<file path="src/rtl/core/modexp_pkg.sv">
// Shared widths and register indexes of the modular exponentiation unit.
package modexp_pkg;

    localparam int DATA_W    = 32;
    localparam int CFG_IDX_W = 8;

    localparam logic [CFG_IDX_W-1:0] REG_EXPONENT = CFG_IDX_W'(0);
    localparam logic [CFG_IDX_W-1:0] REG_MODULUS  = CFG_IDX_W'(1);

endpackage

</file>
<file path="src/rtl/core/modexp_if.sv">
// Valid/ready channel interfaces: base items in, results out, register writes.
interface modexp_in_if;
    logic                          valid;
    logic                          ready;
    logic [modexp_pkg::DATA_W-1:0] base;

    modport source (output valid, output base, input ready);
    modport sink   (input valid, input base, output ready);
endinterface

interface modexp_out_if;
    logic                          valid;
    logic                          ready;
    logic [modexp_pkg::DATA_W-1:0] power_mod;

    modport source (output valid, output power_mod, input ready);
    modport sink   (input valid, input power_mod, output ready);
endinterface

interface modexp_cfg_if;
    logic                             valid;
    logic                             ready;
    logic [modexp_pkg::CFG_IDX_W-1:0] index;
    logic [modexp_pkg::DATA_W-1:0]    data;

    modport source (output valid, output index, output data, input ready);
    modport sink   (input valid, input index, input data, output ready);
endinterface

</file>
<file path="src/rtl/core/modular_exponentiation_unit.sv">
// Microcoded square-and-multiply unit computing base^exponent mod modulus.
// The modular multiplier is bit-serial: a doubling step and an add step per multiplier bit.
// Throughput: one item in flight; the next is taken once the result is registered.
// Reset (synchronous, active low): exponent 0, modulus 1, sequencer idle, output empty.
module modular_exponentiation_unit #(
    parameter int OPERAND_BITS = 32
) (
    input  logic          i_clk,
    input  logic          i_rst_n,
    modexp_cfg_if.sink    i_cfg,
    modexp_in_if.sink     i_in,
    modexp_out_if.source  o_out
);
    import modexp_pkg::*;

    localparam int W     = OPERAND_BITS;
    localparam int CNT_W = $clog2(W);

    typedef logic [3:0] t_pc;

    typedef enum logic [2:0] {
        UOP_LOAD,
        UOP_LD_SQ,
        UOP_LD_MU,
        UOP_DBL,
        UOP_ADD,
        UOP_ACC_R,
        UOP_EDEC,
        UOP_EMIT
    } t_uop_op;

    typedef enum logic [2:0] {
        C_NEXT,
        C_WAIT_IN,
        C_LOOP_CNT,
        C_SKIP_EBIT,
        C_LOOP_E,
        C_WAIT_OUT
    } t_uop_cond;

    typedef struct packed {
        t_uop_op   op;
        t_uop_cond cond;
        t_pc       target;
    } t_uop;

    localparam t_pc PC_IDLE   = 4'd0;
    localparam t_pc PC_SQ_SET = 4'd1;
    localparam t_pc PC_SQ_DBL = 4'd2;
    localparam t_pc PC_MU_DBL = 4'd6;
    localparam t_pc PC_NEXT   = 4'd9;
    localparam int  N_STEPS   = 11;

    localparam t_uop PROGRAM [N_STEPS] = '{
        '{UOP_LOAD,  C_WAIT_IN,   PC_IDLE},    // wait for base
        '{UOP_LD_SQ, C_NEXT,      PC_IDLE},    // square: r=0, y=acc
        '{UOP_DBL,   C_NEXT,      PC_IDLE},
        '{UOP_ADD,   C_LOOP_CNT,  PC_SQ_DBL},
        '{UOP_ACC_R, C_SKIP_EBIT, PC_NEXT},
        '{UOP_LD_MU, C_NEXT,      PC_IDLE},    // multiply: r=0, y=base
        '{UOP_DBL,   C_NEXT,      PC_IDLE},
        '{UOP_ADD,   C_LOOP_CNT,  PC_MU_DBL},
        '{UOP_ACC_R, C_NEXT,      PC_IDLE},
        '{UOP_EDEC,  C_LOOP_E,    PC_SQ_SET},
        '{UOP_EMIT,  C_WAIT_OUT,  PC_IDLE}
    };

    logic [W-1:0]     r_exp, r_mod, r_base, r_acc, r_r, r_y;
    logic [CNT_W-1:0] r_cnt, r_eidx;
    t_pc              r_pc;
    logic             r_out_valid;
    logic [DATA_W-1:0] r_out_data;

    t_uop         uop;
    logic         in_acc, out_free, cfg_acc;
    logic [W:0]   dbl_sum, add_sum, n_dbl, n_add;
    logic [W-1:0] n_r;
    t_pc          n_pc;

    assign uop      = PROGRAM[r_pc];
    assign in_acc   = i_in.valid && i_in.ready;
    assign cfg_acc  = i_cfg.valid && i_cfg.ready;
    assign out_free = !r_out_valid || o_out.ready;

    // registers change only while idle; a pending write goes ahead of the next item
    assign i_in.ready      = (uop.cond == C_WAIT_IN) && !i_cfg.valid;
    assign i_cfg.ready     = (uop.cond == C_WAIT_IN);
    assign o_out.valid     = r_out_valid;
    assign o_out.power_mod = r_out_data;

    // modular doubling (a shift) and modular addition, each one compare and a conditional subtract of the modulus
    always_comb begin
        dbl_sum = {r_r, 1'b0};
        n_dbl   = (dbl_sum >= {1'b0, r_mod}) ? dbl_sum - {1'b0, r_mod} : dbl_sum;
        add_sum = {1'b0, r_r} + {1'b0, r_acc};
        n_add   = (add_sum >= {1'b0, r_mod}) ? add_sum - {1'b0, r_mod} : add_sum;
        n_r     = r_y[W-1] ? n_add[W-1:0] : r_r;
    end

    always_comb begin
        n_pc = r_pc + 4'd1;
        case (uop.cond)
            C_NEXT:      n_pc = r_pc + 4'd1;
            C_WAIT_IN:   n_pc = in_acc ? r_pc + 4'd1 : r_pc;
            C_LOOP_CNT:  n_pc = (r_cnt != '0) ? uop.target : r_pc + 4'd1;
            C_SKIP_EBIT: n_pc = r_exp[r_eidx] ? r_pc + 4'd1 : uop.target;
            C_LOOP_E:    n_pc = (r_eidx != '0) ? uop.target : r_pc + 4'd1;
            C_WAIT_OUT:  n_pc = out_free ? uop.target : r_pc;
            default:     n_pc = PC_IDLE;
        endcase
    end

    always_ff @(posedge i_clk) begin
        if (!i_rst_n) begin
            r_pc        <= PC_IDLE;
            r_out_valid <= 1'b0;
            r_exp       <= '0;
            r_mod       <= W'(1);
        end else begin
            r_pc <= n_pc;

            if (cfg_acc) begin
                case (i_cfg.index)
                    REG_EXPONENT: r_exp <= i_cfg.data[W-1:0];
                    REG_MODULUS:  r_mod <= i_cfg.data[W-1:0];
                    default: ;
                endcase
            end

            if (uop.op == UOP_EMIT && out_free) begin
                r_out_valid <= 1'b1;
            end else if (o_out.ready) begin
                r_out_valid <= 1'b0;
            end

            case (uop.op)
                UOP_LOAD: begin
                    if (in_acc) begin
                        r_base <= i_in.base[W-1:0];
                        r_acc  <= (r_mod == W'(1)) ? '0 : W'(1);
                        r_eidx <= CNT_W'(W - 1);
                    end
                end
                UOP_LD_SQ: begin
                    r_r   <= '0;
                    r_y   <= r_acc;
                    r_cnt <= CNT_W'(W - 1);
                end
                UOP_LD_MU: begin
                    r_r   <= '0;
                    r_y   <= r_base;
                    r_cnt <= CNT_W'(W - 1);
                end
                UOP_DBL: begin
                    r_r <= n_dbl[W-1:0];
                end
                UOP_ADD: begin
                    r_r <= n_r;
                    r_y <= {r_y[W-2:0], 1'b0};
                    if (r_cnt != '0) begin
                        r_cnt <= r_cnt - CNT_W'(1);
                    end
                end
                UOP_ACC_R: begin
                    r_acc <= r_r;
                end
                UOP_EDEC: begin
                    if (r_eidx != '0) begin
                        r_eidx <= r_eidx - CNT_W'(1);
                    end
                end
                UOP_EMIT: begin
                    if (out_free) begin
                        r_out_data <= (r_mod == '0) ? '0 : DATA_W'(r_acc);
                    end
                end
                default: ;
            endcase
        end
    end

endmodule

</file>
<file path="src/flat_wrapper.sv">
// flat-port wrapper written by rule: the top's interface ports become plain ports
module modular_exponentiation_unit_flat import modexp_pkg::*;
#(
    parameter int OPERAND_BITS = 32
)
  (i_clk, i_rst_n, i_cfg_valid, i_cfg_index, i_cfg_data, i_cfg_ready, i_in_valid, i_in_base, i_in_ready, o_out_valid, o_out_power_mod, o_out_ready);
  modexp_cfg_if i_cfg_i ();
  modexp_in_if i_in_i ();
  modexp_out_if o_out_i ();
  input  logic i_clk;
  input  logic i_rst_n;
  input wire logic [$bits(i_cfg_i.valid)-1:0] i_cfg_valid;
  input wire logic [$bits(i_cfg_i.index)-1:0] i_cfg_index;
  input wire logic [$bits(i_cfg_i.data)-1:0] i_cfg_data;
  output wire logic [$bits(i_cfg_i.ready)-1:0] i_cfg_ready;
  input wire logic [$bits(i_in_i.valid)-1:0] i_in_valid;
  input wire logic [$bits(i_in_i.base)-1:0] i_in_base;
  output wire logic [$bits(i_in_i.ready)-1:0] i_in_ready;
  output wire logic [$bits(o_out_i.valid)-1:0] o_out_valid;
  output wire logic [$bits(o_out_i.power_mod)-1:0] o_out_power_mod;
  input wire logic [$bits(o_out_i.ready)-1:0] o_out_ready;
  assign i_cfg_i.valid = i_cfg_valid;
  assign i_cfg_i.index = i_cfg_index;
  assign i_cfg_i.data = i_cfg_data;
  assign i_cfg_ready = i_cfg_i.ready;
  assign i_in_i.valid = i_in_valid;
  assign i_in_i.base = i_in_base;
  assign i_in_ready = i_in_i.ready;
  assign o_out_valid = o_out_i.valid;
  assign o_out_power_mod = o_out_i.power_mod;
  assign o_out_i.ready = o_out_ready;
  modular_exponentiation_unit #(.OPERAND_BITS(OPERAND_BITS)) u_core (.i_clk(i_clk), .i_rst_n(i_rst_n), .i_cfg(i_cfg_i), .i_in(i_in_i), .o_out(o_out_i));
endmodule
</file>
<file path="config.mk">
export PLATFORM = sky130hd
export DESIGN_NAME = modular_exponentiation_unit_flat
export DESIGN_NICKNAME = d
export VERILOG_FILES = /design/src/rtl/core/modexp_pkg.sv /design/src/rtl/core/modexp_if.sv /design/src/rtl/core/modular_exponentiation_unit.sv /design/src/flat_wrapper.sv
export SDC_FILE = /design/constraint.sdc
export NUM_CORES = 1
export LEC_CHECK = 0
export BUFFER_PORTS_ARGS = -buffer_cell sky130_fd_sc_hd__buf_2
export CAP_MARGIN = 5
export CORE_MARGIN = 4
export CORE_UTILIZATION = 60
export DETAILED_ROUTE_END_ITERATION = 7
export GPL_ROUTABILITY_DRIVEN = 0
export PLACE_DENSITY = 0.79
export SYNTH_ARGS = -nofsm -noshare
export SYNTH_HDL_FRONTEND = slang
export SYNTH_SLANG_ARGS = --single-unit
</file>
<file path="constraint.sdc">
create_clock -name i_clk -period 6.7 [get_ports i_clk]
set_input_delay 0.335 -clock i_clk [delete_from_list [all_inputs] [get_ports i_clk]]
set_output_delay 0.335 -clock i_clk [all_outputs]
set_load 0.1 [all_outputs]
</file>
# Word level (Yosys, flattened, before mapping)

Memory sizes are Yosys's and may differ from the RTL's.
Cells that the tools add are included.

Add/sub/neg operators: 6
Multiply operators: 0
Div/mod/pow operators: 0
$lt $le $gt $ge: 4
Equality and inequality tests: 20
Shift operators: 0
Muxes and demuxes: 25
Bitwise gates (word level): 1
Reduce and logical (&&, ||, !) cells: 30

Operators by type and width:

| cell                | count |
|---|---|
| $pmux 32 s3         | 2 |
| $mux 32             | 4 |
| $ge 33x32->1        | 2 |
| $pmux 32 s2         | 1 |
| $sub 32x32->32      | 2 |
| $add 32x32->33      | 1 |
| $eq 32x1->1 const B | 1 |
| $logic_not 32->1    | 1 |
| $pmux 4 s6          | 1 |
| $mux 10             | 2 |
| $mux 4              | 5 |
| $pmux 5 s2          | 2 |
| $eq 3x3->1 const B  | 6 |
| $mux 5              | 3 |
| $reduce_and 3->1    | 5 |
| $eq 3x2->1 const B  | 4 |
| $ne 2x1->1 const B  | 5 |
| $reduce_bool 5->1   | 2 |
| $sub 5x1->5 const B | 2 |
| $eq 8x1->1 const B  | 1 |
| $logic_not 8->1     | 1 |
| $reduce_and 2->1    | 4 |
| $reduce_bool 2->1   | 4 |
| $eq 3x1->1 const B  | 2 |
| 14 further kinds    | 23 |

Bits in registers: 239
Bits in latches: 0
Memory bits (writable): 0
Memory bits (read-only): 160
Input port bits: 77
Output and inout port bits: 35
Logic and storage cells: 98
Memories kept: 1

Memories:

| memory           | words | width | read ports | clocked after memory_dff | wr ports | line                              | text |
|---|---|---|---|---|---|---|---|
| (name not given) | 16    | 10    | 1          | 0                        | 0        | modular_exponentiation_unit.sv:80 | `assign uop = PROGRAM[r_pc];` |

# Depth between registers and ports, before layout

Depth in word-level cells: 9
Depth in mapped cells: 24
Gate-level depth less buffers: 22

# Worst setup path after synthesis

OpenSTA, ideal clock, no wires.

Kind: register to register
Start point: register u_core.r_pc[1]
End point: register u_core.r_base[0] (enable)
Setup time: 0.501 ns
Data arrival time: 4.649 ns
Data required time: 6.199 ns
Setup slack: 1.550 ns
Cell stages (with the launch flop): 8
Buffers on the path: 1
Clock period less this slack: 5.150 ns
Cell sequence: dfxtp_1 inv_1 ha_1 nand2_1 o21a_1 or2_2 clkbuf_1 nor4_1

Word-level cells in the longest chain between the ends: 8
Elaborated cells between the ends (all ways): 9
Those cells by class: eq/ne (1); mux (2); bitwise (1); reduce/logical (4); memory (1)

RTL lines:

| what                                          | line                               | text |
|---|---|---|
| start, declared                               | modular_exponentiation_unit.sv:70  | `t_pc r_pc;` |
| start signal, assigned                        | modular_exponentiation_unit.sv:120 | `r_pc <= n_pc;` |
| $not 4->5 (not written as such) *             | modular_exponentiation_unit.sv:80  |  |
| $mem_v2 16x10 *                               | n/a                                |  |
| $mux 10 (not written as such) * (2 in series) | modular_exponentiation_unit.sv:80  |  |
| $eq 3x1->1                                    | modular_exponentiation_unit.sv:86  | `assign i_in.ready = (uop.cond == C_WAIT_IN) && !i_cfg.valid;` |
| $logic_and 1x1->1                             | modular_exponentiation_unit.sv:86  |  |
| $logic_and 1x1->1                             | modular_exponentiation_unit.sv:81  | `assign in_acc = i_in.valid && i_in.ready;` |
| $reduce_and 3->1 (no line) *                  | n/a                                |  |
| end signal, assigned                          | modular_exponentiation_unit.sv:139 | `r_base <= i_in.base[W-1:0];` |
| end, declared                                 | modular_exponentiation_unit.sv:68  | `logic [W-1:0] r_exp, r_mod, r_base, r_acc, r_r, r_y;` |

Mark *: on every way between the ends. The rest lies on a longest branch, timed or not. The select of a mux whose other input is x is not followed.
A chain may end at the register's enable or synchronous reset.

# Final worst setup path

Start point: register u_core.r_r[0]
End point: register u_core.r_r[1], data pin

Word-level cells in the longest chain between the ends: 5
Elaborated cells between the ends (all ways): 9
Those cells by class: add/sub (3); order compare (2); mux (4)

RTL lines:

| what                                           | line                               | text |
|---|---|---|
| start, declared                                | modular_exponentiation_unit.sv:68  |  |
| start signal, assigned                         | modular_exponentiation_unit.sv:155 | `r_r <= n_dbl[W-1:0];` |
| start signal, assigned                         | modular_exponentiation_unit.sv:158 | `r_r <= n_r;` |
| $add 32x32->33                                 | modular_exponentiation_unit.sv:95  | `add_sum = {1'b0, r_r} + {1'b0, r_acc};` |
| $sub 32x32->32 or $ge 33x32->1 (tied branches) | modular_exponentiation_unit.sv:96  | `n_add = (add_sum >= {1'b0, r_mod}) ? add_sum - {1'b0, r_mod} : add_sum;` |
| $mux 32                                        | modular_exponentiation_unit.sv:96  |  |
| $mux 32                                        | modular_exponentiation_unit.sv:97  | `n_r = r_y[W-1] ? n_add[W-1:0] : r_r;` |
| $pmux 32 s3 *                                  | modular_exponentiation_unit.sv:136 | `case (uop.op)` |

Marks and branches as above.

==> flow_summary.json <==
{
  "status": "finished clean",
  "skew_ns": 0.0148,
  "worst_hold_slack_ns": 0.0424,
  "rows": 58,
  "cts_root_buffer": "clkbuf_16",
  "hold_violations": 0,
  "antenna_found_initial": 0,
  "gr-total-overflow": 0,
  "grt_max_degree": 67,
  "power_density_nw_per_um2": 569,
  "netlist_area_sq_um": 15600,
  "core-area_sq_um": 25400,
  "syn2layout_area_growth_pct": 12.4,
  "crit_required_ns": 7.07,
  "max_slew_margin_pct": 18.2,
  "placed_cells": 2042,
  "clock_sinks": 239,
  "port_buffers": 111,
  "r2r_slack_ns": 0.83,
  "h-tree-depth": 1,
  "p_leak_nw": 6.70,
  "min_path_type": "input pin to flop",
  "crit_path_end_kind": "flop",
  "clockBufferDepth": 3,
  "tns_ns": 0,
  "ys_warn_count": 0,
  "period_needed_ns": 5.87,
  "drc": 0,
  "cp_slowest_cell": "nor2_8",
  "grtUsageTotal_pct": 27.4,
  "cts_tree": "built",
  "slew_violations": 0,
  "ys_ff_latch": 239,
  "insertion_delay_ns": 0.55,
  "worstReg2RegEnd": "u_core.r_r[1]",
  "cp_slowest_stage_delay_ns": 0.60,
  "fin_crit_sh_pct": 87.6,
  "first_global_vias": 12355,
  "critical_path_buf_inv_count": 1,
  "cp-startpoint": "u_core.r_r[0]",
  "postPlaceCellArea_sq_um": 16400,
  "finalNetCount": 1957,
  "antennaDiodeCount": 0,
  "grt_pass1_wl_microns": 64100,
  "chipHeight_microns": 169,
  "ir_drop_uv": 346,
  "design_area_sq_um": 17600,
  "timing.rr.start": "u_core.r_r[0]",
  "start_util_pct": 61.6,
  "dp_hpwl_microns": 29700,
  "dieArea_sq_um": 28700,
  "die_w_microns": 169,
  "wirelength_microns": 40500,
  "cp_max_fo": 36,
  "totalPowerFinal_mw": 10.0,
  "ant_nets": 0,
  "arrival_ns": 6.24,
  "seq_area_frac_synth_pct": 41.5,
  "post_cts_resized": 0,
  "hold_depth": 3,
  "synthArstFlopShare_pct": 0,
  "crit_path_cell_trace": "ha_1, inv_1, fa_1, nand2b_1, a21oi_2, o41a_4, a31oi_4, o21ai_1, a221oi_1, a31oi_1, xor2_1, ha_1, a21o_1, a21o_1, a21oi_1, o22ai_1, nor3_1, a21oi_2, nor2_8, mux2_2, o22ai_1",
  "netlist_instances": 1664,
  "yosysUniqueCellTypes": 86,
  "crit_type": "flop to flop",
  "dr.pass1.iters": 8,
  "drv_cap": 0,
  "cp_top_family": "compound AO/OA/AOI/OAI gates",
  "io_pins": 112,
  "synth_fp_nets": 1849,
  "detail_route.wl_per_cell_microns": 19.1,
  "instances_no_fill": 2122,
  "drive_gt1_share_pct": 12.3,
  "fmax_ghz": 0.170,
  "r2r_cells": 21,
  "cts_setup_buffers": 0,
  "vias": 13141,
  "cp.depth": 21,
  "clk_pin_slew_ns": 0.07,
  "fillerInstances": 1963,
  "setup_viol": 0,
  "synth_edf_count": 170,
  "drtIter0Drc": 1388,
  "cts_buffers": 26,
  "synth-main-ff-cell": "edfxtp_1",
  "startpoint_type": "flop",
  "endpoint": "u_core.r_r[1]",
  "syn-mean-instance-area_sq_um": 9.40,
  "tightest_slew_ns": 1.23,
  "vias_per_cell": 6.19,
  "rsz0062_at_grt": "no"
}
-- area by class of cell --
class,count,area (sq um),area share (%)
multi-input cells,1286,8610,49.0
repair buffers,156,973,5.54
flip-flops and latches,239,6490,36.9
inverters,63,236,1.35
clock inverters,18,174,0.989
clock buffers,30,687,3.91
well taps,330,413,2.35
-- state kept, by name, indices dropped and copies added (netlist names) --
signal and flops:
u_core.r_cnt 5, u_core.r_exp 32, u_core.r_pc 4, u_core.r_y 32, u_core.r_mod 32, u_core.o_out.valid 1, u_core.r_eidx 5, u_core.r_base 32
u_core.o_out.power_mod 32, u_core.r_r 32, u_core.r_acc 32
-- what timing repair did --
action                                 in CTS  in global routing
hold buffers                               32                  0
setup endpoints to repair                   0                  0
endpoints found under the hold margin      32                  0
-- through the flow --
step | setup WS (ns) | utilization, %
global route | 0.522 | 69.2
finish | 0.832 | 69.2
global placement | 1.15 | 64.6
detailed placement | 0.938 | 64.6
CTS | 0.921 | 69.2
floorplan | 1.55 | -
-- cell usage in the layout, fill, tap and decap left out, types with 11 or more instances in the layout --
master,instances
buf_2,111
ha_1,105
o22ai_1,29
clkbuf_16,27
a22oi_1,31
nor3_1,22
o21ai_0,50
xnor2_1,51
nand2b_1,28
dlygate4sd3_1,32
nand3_1,31
and2_1,33
inv_1,62
and3_1,13
a21oi_1,162
nor2b_1,42
buf_4,13
a31oi_1,14
o21a_1,11
dfxtp_1,69
a21o_1,58
nor4_1,11
edfxtp_1,170
xor2_1,31
nor2_1,80
nand2_1,263
nand4_1,16
mux2i_1,46
-- worst register-to-register path: stages, from the launching register on --
cell and delay [ns]:
edfxtp_1 0.44, ha_1 0.27, inv_1 0.08, fa_1 0.20
nand2b_1 0.16, a21oi_2 0.08, o41a_4 0.46, a31oi_4 0.24
o21ai_1 0.14, a221oi_1 0.35, a31oi_1 0.19, xor2_1 0.30
ha_1 0.38, a21o_1 0.22, a21o_1 0.17, a21oi_1 0.24
o22ai_1 0.19, nor3_1 0.21, a21oi_2 0.15, nor2_8 0.60
mux2_2 0.44, o22ai_1 0.17
-- layer usage --
layer / vias to the layer above / global-route usage, % / part of all wire, %
met5: - / 0 / 0
met4: 0 / 7.04 / 2.9
met3: 89 / 4.05 / 8.9
met2: 641 / 44.5 / 45
met1: 6126 / 39.0 / 43
li1: 6285 / - / -
-- synthesized netlist by cell type, drive strengths merged (33+ instances only) --
cell	instances	area, sq um
a21o	58	435
a21oi	168	860
and2	33	206
clkbuf	54	205
dfxtp	69	1380
edfxtp	170	5100
ha	105	1310
inv	63	236
mux2i	46	460
nand2	264	993
nor2	86	347
nor2b	44	275
o21ai	56	295
xnor2	52	463
-- worst min-delay path by stage --
stage,startpoint,end
after floorplan,i_rst_n,u_core.r_mod[0]
after global placement,u_core.r_exp[7],u_core.r_exp[7]
after detailed placement,u_core.r_exp[7],u_core.r_exp[7]
after CTS,i_rst_n,u_core.r_mod[0]
after global routing,i_cfg_data[25],u_core.r_exp[25]
final,i_cfg_data[17],u_core.r_mod[17]
-- report_power, final --
group / internal, mW / switching, mW / total, mW
clock: 0.850 / 0.603 / 1.45
combinational: 2.45 / 3.85 / 6.30
sequential: 2.03 / 0.219 / 2.25
-- cells by family after synthesis --
group,count (synthesis),share of synthesized area (%)
buffers and inverters,139,3.69
AOI/OAI and AO/OA,459,19.8
DFF,239,41.5
muxes,56,3.98
and+or+nand+nor,580,17.6
adders and majority gates,108,8.79
xor gates and xnor gates,83,4.70
(Power assumes the default switching activity.)
